File: src/rtl/bleadv_pkg.sv
// ----------------------------------------------------------------------------
// bleadv_pkg: shared types and constants of the advertising data parser
// Word formats, register indexes, AD type codes and sizing of the name buffer.
// ----------------------------------------------------------------------------
`default_nettype none

package bleadv_pkg;

    // name buffer sizing
    localparam int NAME_CAP   = 32;
    localparam int NAME_IDX_W = (NAME_CAP > 1) ? $clog2(NAME_CAP) : 1;
    localparam int EFF_W      = 7;

    // AD structure type codes
    localparam logic [7:0] TYPE_UUID16_MORE = 8'h02;
    localparam logic [7:0] TYPE_UUID16_ALL  = 8'h03;
    localparam logic [7:0] TYPE_NAME_SHORT  = 8'h08;
    localparam logic [7:0] TYPE_NAME_FULL   = 8'h09;
    localparam logic [7:0] TYPE_SVC_DATA16  = 8'h16;

    // register reset values
    localparam logic [15:0] UUID_A_RESET     = 16'hFEE7;
    localparam logic [15:0] UUID_B_RESET     = 16'h1910;
    localparam logic [5:0]  NAME_LIMIT_RESET = 6'd32;

    // register indexes
    localparam logic [1:0] CFG_UUID_A     = 2'd0;
    localparam logic [1:0] CFG_UUID_B     = 2'd1;
    localparam logic [1:0] CFG_NAME_LIMIT = 2'd2;

    typedef struct packed {
        logic [7:0] data_byte;
        logic       final_byte;
    } in_word_t;

    typedef struct packed {
        logic        name_found;
        logic [5:0]  name_length;
        logic [7:0]  name_char;
        logic [4:0]  char_index;
        logic        uuid_found;
        logic [15:0] matched_uuid;
        logic        run_end;
    } out_word_t;

    typedef struct packed {
        logic [15:0] uuid_a;
        logic [15:0] uuid_b;
        logic [5:0]  name_limit;
    } cfg_t;

    // summary handed from the walker to the run sequencer
    typedef struct packed {
        logic        name_found;
        logic [5:0]  name_length;
        logic        uuid_found;
        logic [15:0] matched_uuid;
    } run_info_t;

endpackage

`default_nettype wire

File: src/rtl/bleadv_walker.sv
// ----------------------------------------------------------------------------
// bleadv_walker: length-type-value walk over advertising bytes
// Updates the walk state for one byte per cycle while take is set, captures the
// first name into the name buffer and tracks the first matching 16-bit service UUID.
// ----------------------------------------------------------------------------
`default_nettype none

module bleadv_walker (
    input  wire logic                             clk,
    input  wire logic                             rst_n,
    input  wire logic                             take,
    input  wire bleadv_pkg::in_word_t             word,
    input  wire bleadv_pkg::cfg_t                 cfg,
    input  wire logic [bleadv_pkg::NAME_IDX_W-1:0] rd_idx,
    output logic [7:0]                            rd_data,
    output bleadv_pkg::run_info_t                 info
);

    logic        stopped_reg, stopped_next;
    logic [7:0]  off_reg, off_next;
    logic [7:0]  slen_reg, slen_next;
    logic [7:0]  stype_reg, stype_next;
    logic [7:0]  ulow_reg, ulow_next;
    logic        pend_vld_reg, pend_vld_next;
    logic [15:0] pend_val_reg, pend_val_next;
    logic        com_vld_reg, com_vld_next;
    logic [15:0] com_val_reg, com_val_next;
    logic        nm_found_reg, nm_found_next;
    logic        nm_capt_reg, nm_capt_next;
    logic [5:0]  nm_len_reg, nm_len_next;

    logic [7:0]  name_store [bleadv_pkg::NAME_CAP];

    logic [bleadv_pkg::EFF_W-1:0] eff_limit;
    logic [7:0]  eff_ext;
    logic [7:0]  idx;
    logic [7:0]  n_chars;
    logic [15:0] uuid;
    logic        uuid_hit;
    logic        uuid_struct;
    logic        wr_en;
    logic [7:0]  b;

    assign b = word.data_byte;

    // effective name limit, capped at buffer size
    always_comb
    begin
        if (bleadv_pkg::EFF_W'(cfg.name_limit) < bleadv_pkg::EFF_W'(bleadv_pkg::NAME_CAP))
        begin
            eff_limit = bleadv_pkg::EFF_W'(cfg.name_limit);
        end
        else
        begin
            eff_limit = bleadv_pkg::EFF_W'(bleadv_pkg::NAME_CAP);
        end
    end

    assign eff_ext  = 8'(eff_limit);
    assign idx      = off_reg - 8'd2;
    assign uuid     = {b, ulow_reg};
    assign uuid_hit = (uuid != 16'd0) && ((uuid == cfg.uuid_a) || (uuid == cfg.uuid_b));
    assign uuid_struct = (stype_reg == bleadv_pkg::TYPE_UUID16_MORE)
                      || (stype_reg == bleadv_pkg::TYPE_UUID16_ALL)
                      || ((stype_reg == bleadv_pkg::TYPE_SVC_DATA16) && (off_reg <= 8'd3));

    // next walk state for the presented byte
    always_comb
    begin
        stopped_next  = stopped_reg;
        off_next      = off_reg;
        slen_next     = slen_reg;
        stype_next    = stype_reg;
        ulow_next     = ulow_reg;
        pend_vld_next = pend_vld_reg;
        pend_val_next = pend_val_reg;
        com_vld_next  = com_vld_reg;
        com_val_next  = com_val_reg;
        nm_found_next = nm_found_reg;
        nm_capt_next  = nm_capt_reg;
        nm_len_next   = nm_len_reg;
        wr_en         = 1'b0;
        n_chars       = slen_reg - 8'd1;

        if (!stopped_reg)
        begin
            if (off_reg == 8'd0)
            begin
                // length byte
                if (b == 8'd0)
                begin
                    stopped_next = 1'b1;
                end
                else
                begin
                    slen_next     = b;
                    pend_vld_next = 1'b0;
                    off_next      = 8'd1;
                end
            end
            else
            begin
                if (off_reg == 8'd1)
                begin
                    // type byte
                    stype_next = b;
                    if (((b == bleadv_pkg::TYPE_NAME_SHORT) || (b == bleadv_pkg::TYPE_NAME_FULL))
                        && !nm_found_reg)
                    begin
                        nm_capt_next = 1'b1;
                    end
                end
                else
                begin
                    // value byte
                    wr_en = nm_capt_reg && (idx < eff_ext);
                    if (uuid_struct)
                    begin
                        if (!off_reg[0])
                        begin
                            ulow_next = b;
                        end
                        else if (!pend_vld_reg && uuid_hit)
                        begin
                            pend_vld_next = 1'b1;
                            pend_val_next = uuid;
                        end
                    end
                end

                // structure complete
                if (off_reg >= slen_reg)
                begin
                    if (pend_vld_next && !com_vld_reg)
                    begin
                        com_vld_next = 1'b1;
                        com_val_next = pend_val_next;
                    end
                    pend_vld_next = 1'b0;
                    if (nm_capt_next)
                    begin
                        if (n_chars > eff_ext)
                        begin
                            n_chars = eff_ext;
                        end
                        nm_found_next = 1'b1;
                        nm_capt_next  = 1'b0;
                        nm_len_next   = n_chars[5:0];
                    end
                    off_next = 8'd0;
                end
                else
                begin
                    off_next = off_reg + 8'd1;
                end
            end
        end
    end

    // summary as seen after this byte
    always_comb
    begin
        info.name_found   = nm_found_next;
        info.name_length  = nm_found_next ? nm_len_next : 6'd0;
        info.uuid_found   = com_vld_next;
        info.matched_uuid = com_vld_next ? com_val_next : 16'd0;
    end

    // walk state registers, cleared after the final byte
    always_ff @(posedge clk or negedge rst_n)
    begin
        if (!rst_n)
        begin
            stopped_reg  <= 1'b0;
            off_reg      <= 8'd0;
            slen_reg     <= 8'd0;
            stype_reg    <= 8'd0;
            ulow_reg     <= 8'd0;
            pend_vld_reg <= 1'b0;
            pend_val_reg <= 16'd0;
            com_vld_reg  <= 1'b0;
            com_val_reg  <= 16'd0;
            nm_found_reg <= 1'b0;
            nm_capt_reg  <= 1'b0;
            nm_len_reg   <= 6'd0;
        end
        else if (take)
        begin
            if (word.final_byte)
            begin
                stopped_reg  <= 1'b0;
                off_reg      <= 8'd0;
                slen_reg     <= 8'd0;
                stype_reg    <= 8'd0;
                ulow_reg     <= 8'd0;
                pend_vld_reg <= 1'b0;
                pend_val_reg <= 16'd0;
                com_vld_reg  <= 1'b0;
                com_val_reg  <= 16'd0;
                nm_found_reg <= 1'b0;
                nm_capt_reg  <= 1'b0;
                nm_len_reg   <= 6'd0;
            end
            else
            begin
                stopped_reg  <= stopped_next;
                off_reg      <= off_next;
                slen_reg     <= slen_next;
                stype_reg    <= stype_next;
                ulow_reg     <= ulow_next;
                pend_vld_reg <= pend_vld_next;
                pend_val_reg <= pend_val_next;
                com_vld_reg  <= com_vld_next;
                com_val_reg  <= com_val_next;
                nm_found_reg <= nm_found_next;
                nm_capt_reg  <= nm_capt_next;
                nm_len_reg   <= nm_len_next;
            end
        end
    end

    // name buffer
    always_ff @(posedge clk)
    begin
        if (take && wr_en)
        begin
            name_store[idx[bleadv_pkg::NAME_IDX_W-1:0]] <= b;
        end
    end

    assign rd_data = name_store[rd_idx];

endmodule

`default_nettype wire

File: src/rtl/bleadv_emitter.sv
// ----------------------------------------------------------------------------
// bleadv_emitter: result run sequencer and output register
// Walks the kept name characters one per cycle and loads each result word
// into the output register, holding it while the receiver stalls.
// ----------------------------------------------------------------------------
`default_nettype none

module bleadv_emitter (
    input  wire logic                              clk,
    input  wire logic                              rst_n,
    input  wire logic                              start,
    input  wire bleadv_pkg::run_info_t             info,
    output logic [bleadv_pkg::NAME_IDX_W-1:0]      rd_idx,
    input  wire logic [7:0]                        rd_data,
    output logic                                   busy,
    output logic                                   out_valid,
    input  wire logic                              out_stall,
    output bleadv_pkg::out_word_t                  out_word
);

    logic                    run_reg, run_next;
    logic [4:0]              k_reg, k_next;
    logic [4:0]              last_reg, last_next;
    bleadv_pkg::run_info_t   info_reg, info_next;
    logic                    ovld_reg, ovld_next;
    bleadv_pkg::out_word_t   oword_reg, oword_next;
    logic                    load;
    logic [5:0]              count_m1;

    assign load     = run_reg && (!ovld_reg || !out_stall);
    assign count_m1 = (info.name_length == 6'd0) ? 6'd0 : (info.name_length - 6'd1);
    assign rd_idx   = bleadv_pkg::NAME_IDX_W'(k_reg);

    // run sequencing and output word build
    always_comb
    begin
        run_next   = run_reg;
        k_next     = k_reg;
        last_next  = last_reg;
        info_next  = info_reg;
        ovld_next  = ovld_reg;
        oword_next = oword_reg;

        if (start)
        begin
            run_next  = 1'b1;
            k_next    = 5'd0;
            last_next = count_m1[4:0];
            info_next = info;
        end

        if (!out_stall)
        begin
            ovld_next = 1'b0;
        end

        if (load)
        begin
            ovld_next               = 1'b1;
            oword_next.name_found   = info_reg.name_found;
            oword_next.name_length  = info_reg.name_length;
            oword_next.name_char    = (6'(k_reg) < info_reg.name_length) ? rd_data : 8'd0;
            oword_next.char_index   = k_reg;
            oword_next.uuid_found   = info_reg.uuid_found;
            oword_next.matched_uuid = info_reg.matched_uuid;
            oword_next.run_end      = (k_reg == last_reg);
            if (k_reg == last_reg)
            begin
                run_next = 1'b0;
            end
            else
            begin
                k_next = k_reg + 5'd1;
            end
        end
    end

    // control registers
    always_ff @(posedge clk or negedge rst_n)
    begin
        if (!rst_n)
        begin
            run_reg  <= 1'b0;
            ovld_reg <= 1'b0;
        end
        else
        begin
            run_reg  <= run_next;
            ovld_reg <= ovld_next;
        end
    end

    // payload registers
    always_ff @(posedge clk)
    begin
        k_reg     <= k_next;
        last_reg  <= last_next;
        info_reg  <= info_next;
        oword_reg <= oword_next;
    end

    assign busy      = run_reg;
    assign out_valid = ovld_reg;
    assign out_word  = oword_reg;

endmodule

`default_nettype wire

File: src/rtl/ble_adv_structure_parser_core.sv
// ----------------------------------------------------------------------------
// ble_adv_structure_parser_core: BLE advertising data structure parser
// Walks length-type-value structures, keeps the first name and the first
// configured 16-bit service UUID, and reports them at the end of a payload.
// ----------------------------------------------------------------------------
// Usage:
//   in channel (in_valid / in_stall / in_word) carries one payload byte per
//   word; final_byte marks the last byte of a payload. Non-final bytes are
//   taken one per cycle while no run is loading. The out channel (out_valid /
//   out_stall / out_word) carries the run of results for a payload: one word
//   per kept name character, at least one, run_end set on the last.
//   The first result of a run is loaded after the final byte passes the
//   input register and the run register; the run then streams at one word
//   per cycle while the receiver does not stall, set by the single read port
//   of the name buffer. While a run is being loaded into the output register
//   the walker waits, so in_stall is raised once the input register holds a
//   byte. A stalled receiver holds the output register and thereby the run.
//   Registers are written through cfg_we / cfg_index / cfg_data, by the user only while
//   idle; the block does not enforce this. Reset clears the walk state and the handshakes
//   and loads the register defaults; the name buffer holds no valid contents until written.
// ----------------------------------------------------------------------------
`default_nettype none

module ble_adv_structure_parser_core (
    input  wire logic                   clk,
    input  wire logic                   rst_n,
    input  wire logic                   in_valid,
    output logic                        in_stall,
    input  wire bleadv_pkg::in_word_t   in_word,
    output logic                        out_valid,
    input  wire logic                   out_stall,
    output bleadv_pkg::out_word_t       out_word,
    input  wire logic                   cfg_we,
    input  wire logic [1:0]             cfg_index,
    input  wire logic [15:0]            cfg_data
);

    logic                               ivld_reg, ivld_next;
    bleadv_pkg::in_word_t               iword_reg, iword_next;
    bleadv_pkg::cfg_t                   cfg_reg, cfg_next;
    logic                               busy;
    logic                               consume;
    logic                               accept;
    logic                               start;
    bleadv_pkg::run_info_t              info;
    logic [bleadv_pkg::NAME_IDX_W-1:0]  rd_idx;
    logic [7:0]                         rd_data;

    // input register handshake
    assign consume  = ivld_reg && !busy;
    assign in_stall = ivld_reg && busy;
    assign accept   = in_valid && !in_stall;
    assign start    = consume && iword_reg.final_byte;

    always_comb
    begin
        ivld_next  = ivld_reg;
        iword_next = iword_reg;
        if (consume)
        begin
            ivld_next = 1'b0;
        end
        if (accept)
        begin
            ivld_next  = 1'b1;
            iword_next = in_word;
        end
    end

    // register writes
    always_comb
    begin
        cfg_next = cfg_reg;
        if (cfg_we)
        begin
            unique case (cfg_index)
                bleadv_pkg::CFG_UUID_A:     cfg_next.uuid_a     = cfg_data;
                bleadv_pkg::CFG_UUID_B:     cfg_next.uuid_b     = cfg_data;
                bleadv_pkg::CFG_NAME_LIMIT: cfg_next.name_limit = cfg_data[5:0];
                default:                    cfg_next = cfg_reg;
            endcase
        end
    end

    always_ff @(posedge clk or negedge rst_n)
    begin
        if (!rst_n)
        begin
            ivld_reg           <= 1'b0;
            cfg_reg.uuid_a     <= bleadv_pkg::UUID_A_RESET;
            cfg_reg.uuid_b     <= bleadv_pkg::UUID_B_RESET;
            cfg_reg.name_limit <= bleadv_pkg::NAME_LIMIT_RESET;
        end
        else
        begin
            ivld_reg <= ivld_next;
            cfg_reg  <= cfg_next;
        end
    end

    always_ff @(posedge clk)
    begin
        iword_reg <= iword_next;
    end

    // structure walk
    bleadv_walker u_walker (
        .clk     (clk),
        .rst_n   (rst_n),
        .take    (consume),
        .word    (iword_reg),
        .cfg     (cfg_reg),
        .rd_idx  (rd_idx),
        .rd_data (rd_data),
        .info    (info)
    );

    // result run
    bleadv_emitter u_emitter (
        .clk       (clk),
        .rst_n     (rst_n),
        .start     (start),
        .info      (info),
        .rd_idx    (rd_idx),
        .rd_data   (rd_data),
        .busy      (busy),
        .out_valid (out_valid),
        .out_stall (out_stall),
        .out_word  (out_word)
    );

`ifndef NO_ASSERTIONS
    // the walker never advances while a run reads the name buffer
    a_no_walk_in_run: assert property (@(posedge clk) disable iff (!rst_n)
        busy |-> !consume)
        else $error("walker advanced during a result run");

    // the last result of a run sits at the last kept character
    a_run_end_index: assert property (@(posedge clk) disable iff (!rst_n)
        (out_valid && out_word.run_end) |->
            ((out_word.name_length == 6'd0 && out_word.char_index == 5'd0) ||
             (6'(out_word.char_index) == out_word.name_length - 6'd1)))
        else $error("run end at wrong character index");

    // no uuid value is reported without a match
    a_uuid_zero: assert property (@(posedge clk) disable iff (!rst_n)
        (out_valid && !out_word.uuid_found) |-> (out_word.matched_uuid == 16'd0))
        else $error("uuid reported without a match");

    // busy follows every run start
    a_start_idle: assert property (@(posedge clk) disable iff (!rst_n)
        start |=> busy)
        else $error("run did not start after final byte");
`endif

endmodule

`default_nettype wire
File: config.mk
export PLATFORM = sky130hd
export DESIGN_NAME = ble_adv_structure_parser_core
export DESIGN_NICKNAME = d
export VERILOG_FILES = /design/src/rtl/bleadv_pkg.sv /design/src/rtl/bleadv_walker.sv /design/src/rtl/bleadv_emitter.sv /design/src/rtl/ble_adv_structure_parser_core.sv
export SDC_FILE = /design/constraint.sdc
export NUM_CORES = 1
export LEC_CHECK = 0
export ABC_AREA = 0
export BUFFER_PORTS_ARGS = -buffer_cell sky130_fd_sc_hd__buf_4
export CORE_MARGIN = 1
export CORE_UTILIZATION = 55
export CTS_BUF_LIST = sky130_fd_sc_hd__clkbuf_4 sky130_fd_sc_hd__clkbuf_8 sky130_fd_sc_hd__clkbuf_16
export CTS_CLUSTER_SIZE = 40
export DETAILED_ROUTE_END_ITERATION = 7
export PLACE_DENSITY = 0.74
export SLEW_MARGIN = 10
export SYNTH_ARGS = -nofsm -noshare
export SYNTH_HDL_FRONTEND = slang
export SYNTH_SLANG_ARGS = --single-unit
File: constraint.sdc
create_clock -name clk -period 3.42 [get_ports clk]
set_clock_uncertainty 0.1 [all_clocks]
set_input_delay 0.855 -clock clk [delete_from_list [all_inputs] [get_ports clk]]
set_output_delay 0.855 -clock clk [all_outputs]
set_load 0.01 [all_outputs]
==> summary by stage <==
Finish
The register with the most flip-flops in the layout has 256 of them. The number of antenna diodes is 0. The post-layout net count is 1414. In the final layout, the multi-input gates occupy 6050 um^2. The area added between synthesis and finish is 18.4%. The number of filler cells placed in the layout is 2287. The sequential cells in the finished layout cover a total of 13000 um^2. The finished cells cover 22700 um^2. For this run, the number of standard cells in the final layout without fillers is 1840.

The share of post-route cells with drive strength above 1 is 32.8%.

Global routing
The number of global-route vias before repair is 11129. The global-route usage over all layers is 24.7%. The number of antenna violations at the first check in global routing was 1.

After global routing the overflow that remains totals 0. The largest net degree at the start of global routing is 60. The first global-routing pass estimated 66000 um of wire.

Setup path
STA classifies the critical path endpoint as a flip-flop. In this run the critical register-to-register path is captured at u_emitter.last_reg[1]. The most frequent cell on the critical path is ha_4. For the worst flop-to-flop path, the logic depth is 16.

The largest fanout on the critical path is 8. The slowest stage of the critical path is the dfrtp_1 cell. The required time of the critical path is 3.61 ns.

On the critical path the largest part of the delay comes from compound AO/OA/AOI/OAI gates. In this run the register-to-register setup slack is 0.06 ns. For the worst setup path, the data arrival time is 3.56 ns. The largest stage delay on the critical path is 0.42 ns. Together, buffers and inverters on the worst path number 4. The critical path in this run is classified as flip-flop to flip-flop. The worst flop-to-flop path startpoint is u_walker.slen_reg[1]. STA classifies the critical path startpoint as a flip-flop. Walking the worst path, the cells encountered are inv_2, ha_4, buf_4, xnor2_1, inv_1, ha_4, o21a_1, o31ai_2, a21oi_4, or2_4, o211ai_1, inv_1, ha_4, o2111ai_4, nor4_4, nor2_1.

Yosys
The most instantiated flip-flop cell in the synthesis netlist is edfxtp_1. After synthesis, the netlist uses 59 different library cells. The post-synthesis cell area is 19200 um^2. Of the synthesized area, sequential elements account for 67.7%.

The register bit count reported by yosys is 453. Of the post-synthesis cell area, the dominant cell type holds 52.0%. The cell count after synthesis came out at 1191. Yosys mapped a number of flops with a built-in enable equal to 332.

The fraction of synthesis flops using an asynchronous set or reset pin is 25.6%. The number of nets in the synthesized netlist is 1255. By area the synthesized netlist is led by edfxtp_1, dfrtp_1, mux4_2.

A synthesized cell averages 16.1 um^2. The count of warnings emitted by yosys is 0. The synthesized design spends more area on one cell type than any other, namely edfxtp_1.

CTS
The tree is rooted in a clkbuf_16. The number of buffers on the longest clock path is 3. The clock slew at the register clock pins of the worst setup and hold paths is 0.07 ns. Counting every sink on the clock net gives 453. Clock tree synthesis inserted a total of 45 buffers.

The number of H-tree branching levels is 2. TritonCTS built the clock tree. The clock insertion delay at the later pin of the skew report is 0.55 ns.

Floorplan
The area of the die is 35600 um^2. The die boundary width is 189 um. The area of the placeable core is 34500 um^2. From bottom edge to top edge, the die measures 189 um.

The floorplan has 68 rows. The boundary pin count is 72. Once the floorplan was initialized, standard cells occupied 55.7% of the core.

Pwr
The analysis attributes to cell leakage a power of 8.31 nW. The clock network fraction of design power is 27.8%. Across the VDD grid, the largest voltage drop is 0.000615 V. Internal power comes to 12.3 mW. The proportion of power drawn by combinational gates is 32.4%. Power spread over the standard cell area amounts to 789 nW/um^2. Sequential cells burn 39.7% of the power.

The total power after layout is 17.9 mW. The switching share of total power is 31.6%. For this design the total switching power over the nets is 5.67 mW.

Placement
The final weighted congestion of routability-driven global placement is 0.913. The number of cells in the design after placement is 1746. During placement, the flow inserted port buffers numbering 71. The post-place instance area is 20900 um^2. The HPWL reported at the end of detailed placement is 28600 um.

STA
The post-route fraction of the period consumed by the critical path is 98.3%. Setup repair after global routing could not meet its margin everywhere. The setup TNS is 0 ns.

For the pin with the worst max-slew slack, the measured transition is 1.04 ns. Static timing analysis puts the maximum clock frequency at 0.297 GHz. The tightest slew margin relative to the limit is 30.5%.

The final number of hold-violating endpoints is 0. The total count of max-transition violations in the final report is 0. The worst hold-check slack is 0.0851 ns. The total of endpoints with negative setup slack in the final report is 0. The time the worst path needs with I/O delays and setup is 3.36 ns.

Routing
The final route contains 11101 vias. For this block, the initial DRC count from the detailed router was 1009. The number of design rule violations left after detail routing is 0.

The routed wire length per instance is 23.5 um. The total detailed-routing wirelength is 43300 um. The post-route antenna net violation count is 0. The detailed-route vias per instance is 6.03. The detailed-router iteration count before antenna repair is 7.

Flow run
The number of maximum-capacitance constraint violations is 0.

Hold path
The worst hold path class is input pin to asynchronous set/reset pin.

Run status
The run finished with clean final reports.
==> metal layers <==
metal	global-route usage, %	share of wire [%]	up-vias
met3	4.56	6.5	79
met2	37.9	47	435
li1	-	-	4919
met1	36.4	44	5668
met5	0	0	-
met4	7.17	2.4	0
==> worst register-to-register path: cells and delay by family, from the launching register on <==
kind                       cells  cell delay, ns
xor gates and xnor gates       1            0.15
buffers and inverters          4            0.45
AOI/OAI and AO/OA              5            0.76
and+or+nand+nor                3            0.63
DFF                            1            0.42
adders and majority gates      3            0.60
==> synth_stat cells (16+ instances only) <==
library cell,count
mux2i_1,34
nor4_1,16
dfstp_2,18
mux2_2,46
mux4_2,80
dfrtp_1,98
nor2_1,69
xor2_1,37
o31ai_1,20
a22o_1,22
nand2_1,71
inv_1,31
clkbuf_1,54
edfxtp_1,332
o21ai_0,34
ha_1,32
o2bb2ai_1,16
==> cell usage in the layout, fill, tap and decap left out, types with 5 or more instances in the layout <==
cell type | netlist | routed
nand3_1 | 10 | 10
o31ai_1 | 20 | 18
o21ai_0 | 34 | 33
dfrtp_1 | 98 | 97
xor2_1 | 37 | 37
nand2b_1 | 9 | 9
inv_1 | 31 | 26
clkbuf_4 | 0 | 13
a22o_1 | 22 | 22
mux4_2 | 80 | 80
nand4_1 | 12 | 12
o2bb2ai_1 | 16 | 16
mux2i_1 | 34 | 34
nor2b_1 | 14 | 14
nand2_1 | 71 | 66
nor4_1 | 16 | 14
mux2_2 | 46 | 46
a21o_1 | 8 | 7
buf_6 | 1 | 5
a21oi_1 | 14 | 13
xnor2_1 | 14 | 12
edfxtp_1 | 332 | 332
clkinv_1 | 0 | 5
and2_1 | 6 | 5
nor2_1 | 69 | 66
ha_1 | 32 | 28
clkinv_2 | 0 | 9
buf_4 | 2 | 171
nor3_1 | 11 | 9
dfstp_2 | 18 | 18
buf_12 | 0 | 6
clkbuf_16 | 0 | 47
==> stage by stage <==
step | util (%) | setup slack [ns]
floorplan | - | 0.0250
global placement | 60.5 | -0.136
detailed placement | 60.5 | -0.125
CTS | 65.0 | -0.00801
global route | 65.9 | -0.0776
finish | 65.9 | 0.0574
==> layout make-up <==
class / count / share of cell area, %
sequential: 453 / 57.2
multi-input combinational: 637 / 26.6
timing repair buffer: 182 / 6.43
clock buffer: 63 / 5.79
tap: 455 / 2.51
clock inverter: 19 / 0.848
inverter: 31 / 0.529
==> power by group through the flow <==
stage                     clock network [mW]  logic, mW  registers [mW]
final                                   4.99       5.81            7.12
after global routing                    5.29       6.27            7.18
after CTS                               5.08       5.40            7.11
after detailed placement                   0       5.34            7.22
after global placement                     0       5.26            7.20
after floorplan                            0       3.48            7.13
==> worst max path at each step <==
stage	start	to	slack, ns	cells past startpoint
floorplan	u_walker.slen_reg[0]	u_emitter.last_reg[4]	0.03	16
global placement	iword_reg[5]	u_emitter.last_reg[2]	-0.14	11
detailed placement	u_walker.slen_reg[0]	u_emitter.last_reg[1]	-0.13	13
CTS	u_walker.slen_reg[0]	u_emitter.last_reg[1]	-0.008	16
global route	u_walker.slen_reg[1]	u_emitter.last_reg[1]	-0.08	16
finish	u_walker.slen_reg[1]	u_emitter.last_reg[1]	0.06	16
==> repair_timing <==
item,CTS,global route
gates resized for setup,9,46
hold buffers,0,0
setup endpoints to repair,245,275
setup buffers,1,11
pin swaps,2,17
==> logic make-up (layout without fill, tap and decap cells) <==
family                   after synthesis  count (layout)  share of synthesized area (%)
XOR/XNOR                              51              51                           2.33
AND/OR/NAND/NOR                      242             242                           6.10
adder cells (fa/ha/maj)               32              32                           2.09
buffers and inverters                101             295                           2.11
AO/OA/AOI/OAI                        152             152                           5.78
multiplexers                         160             160                           13.9
flip-flops                           453             453                           67.7
(Power assumes the default switching activity.)
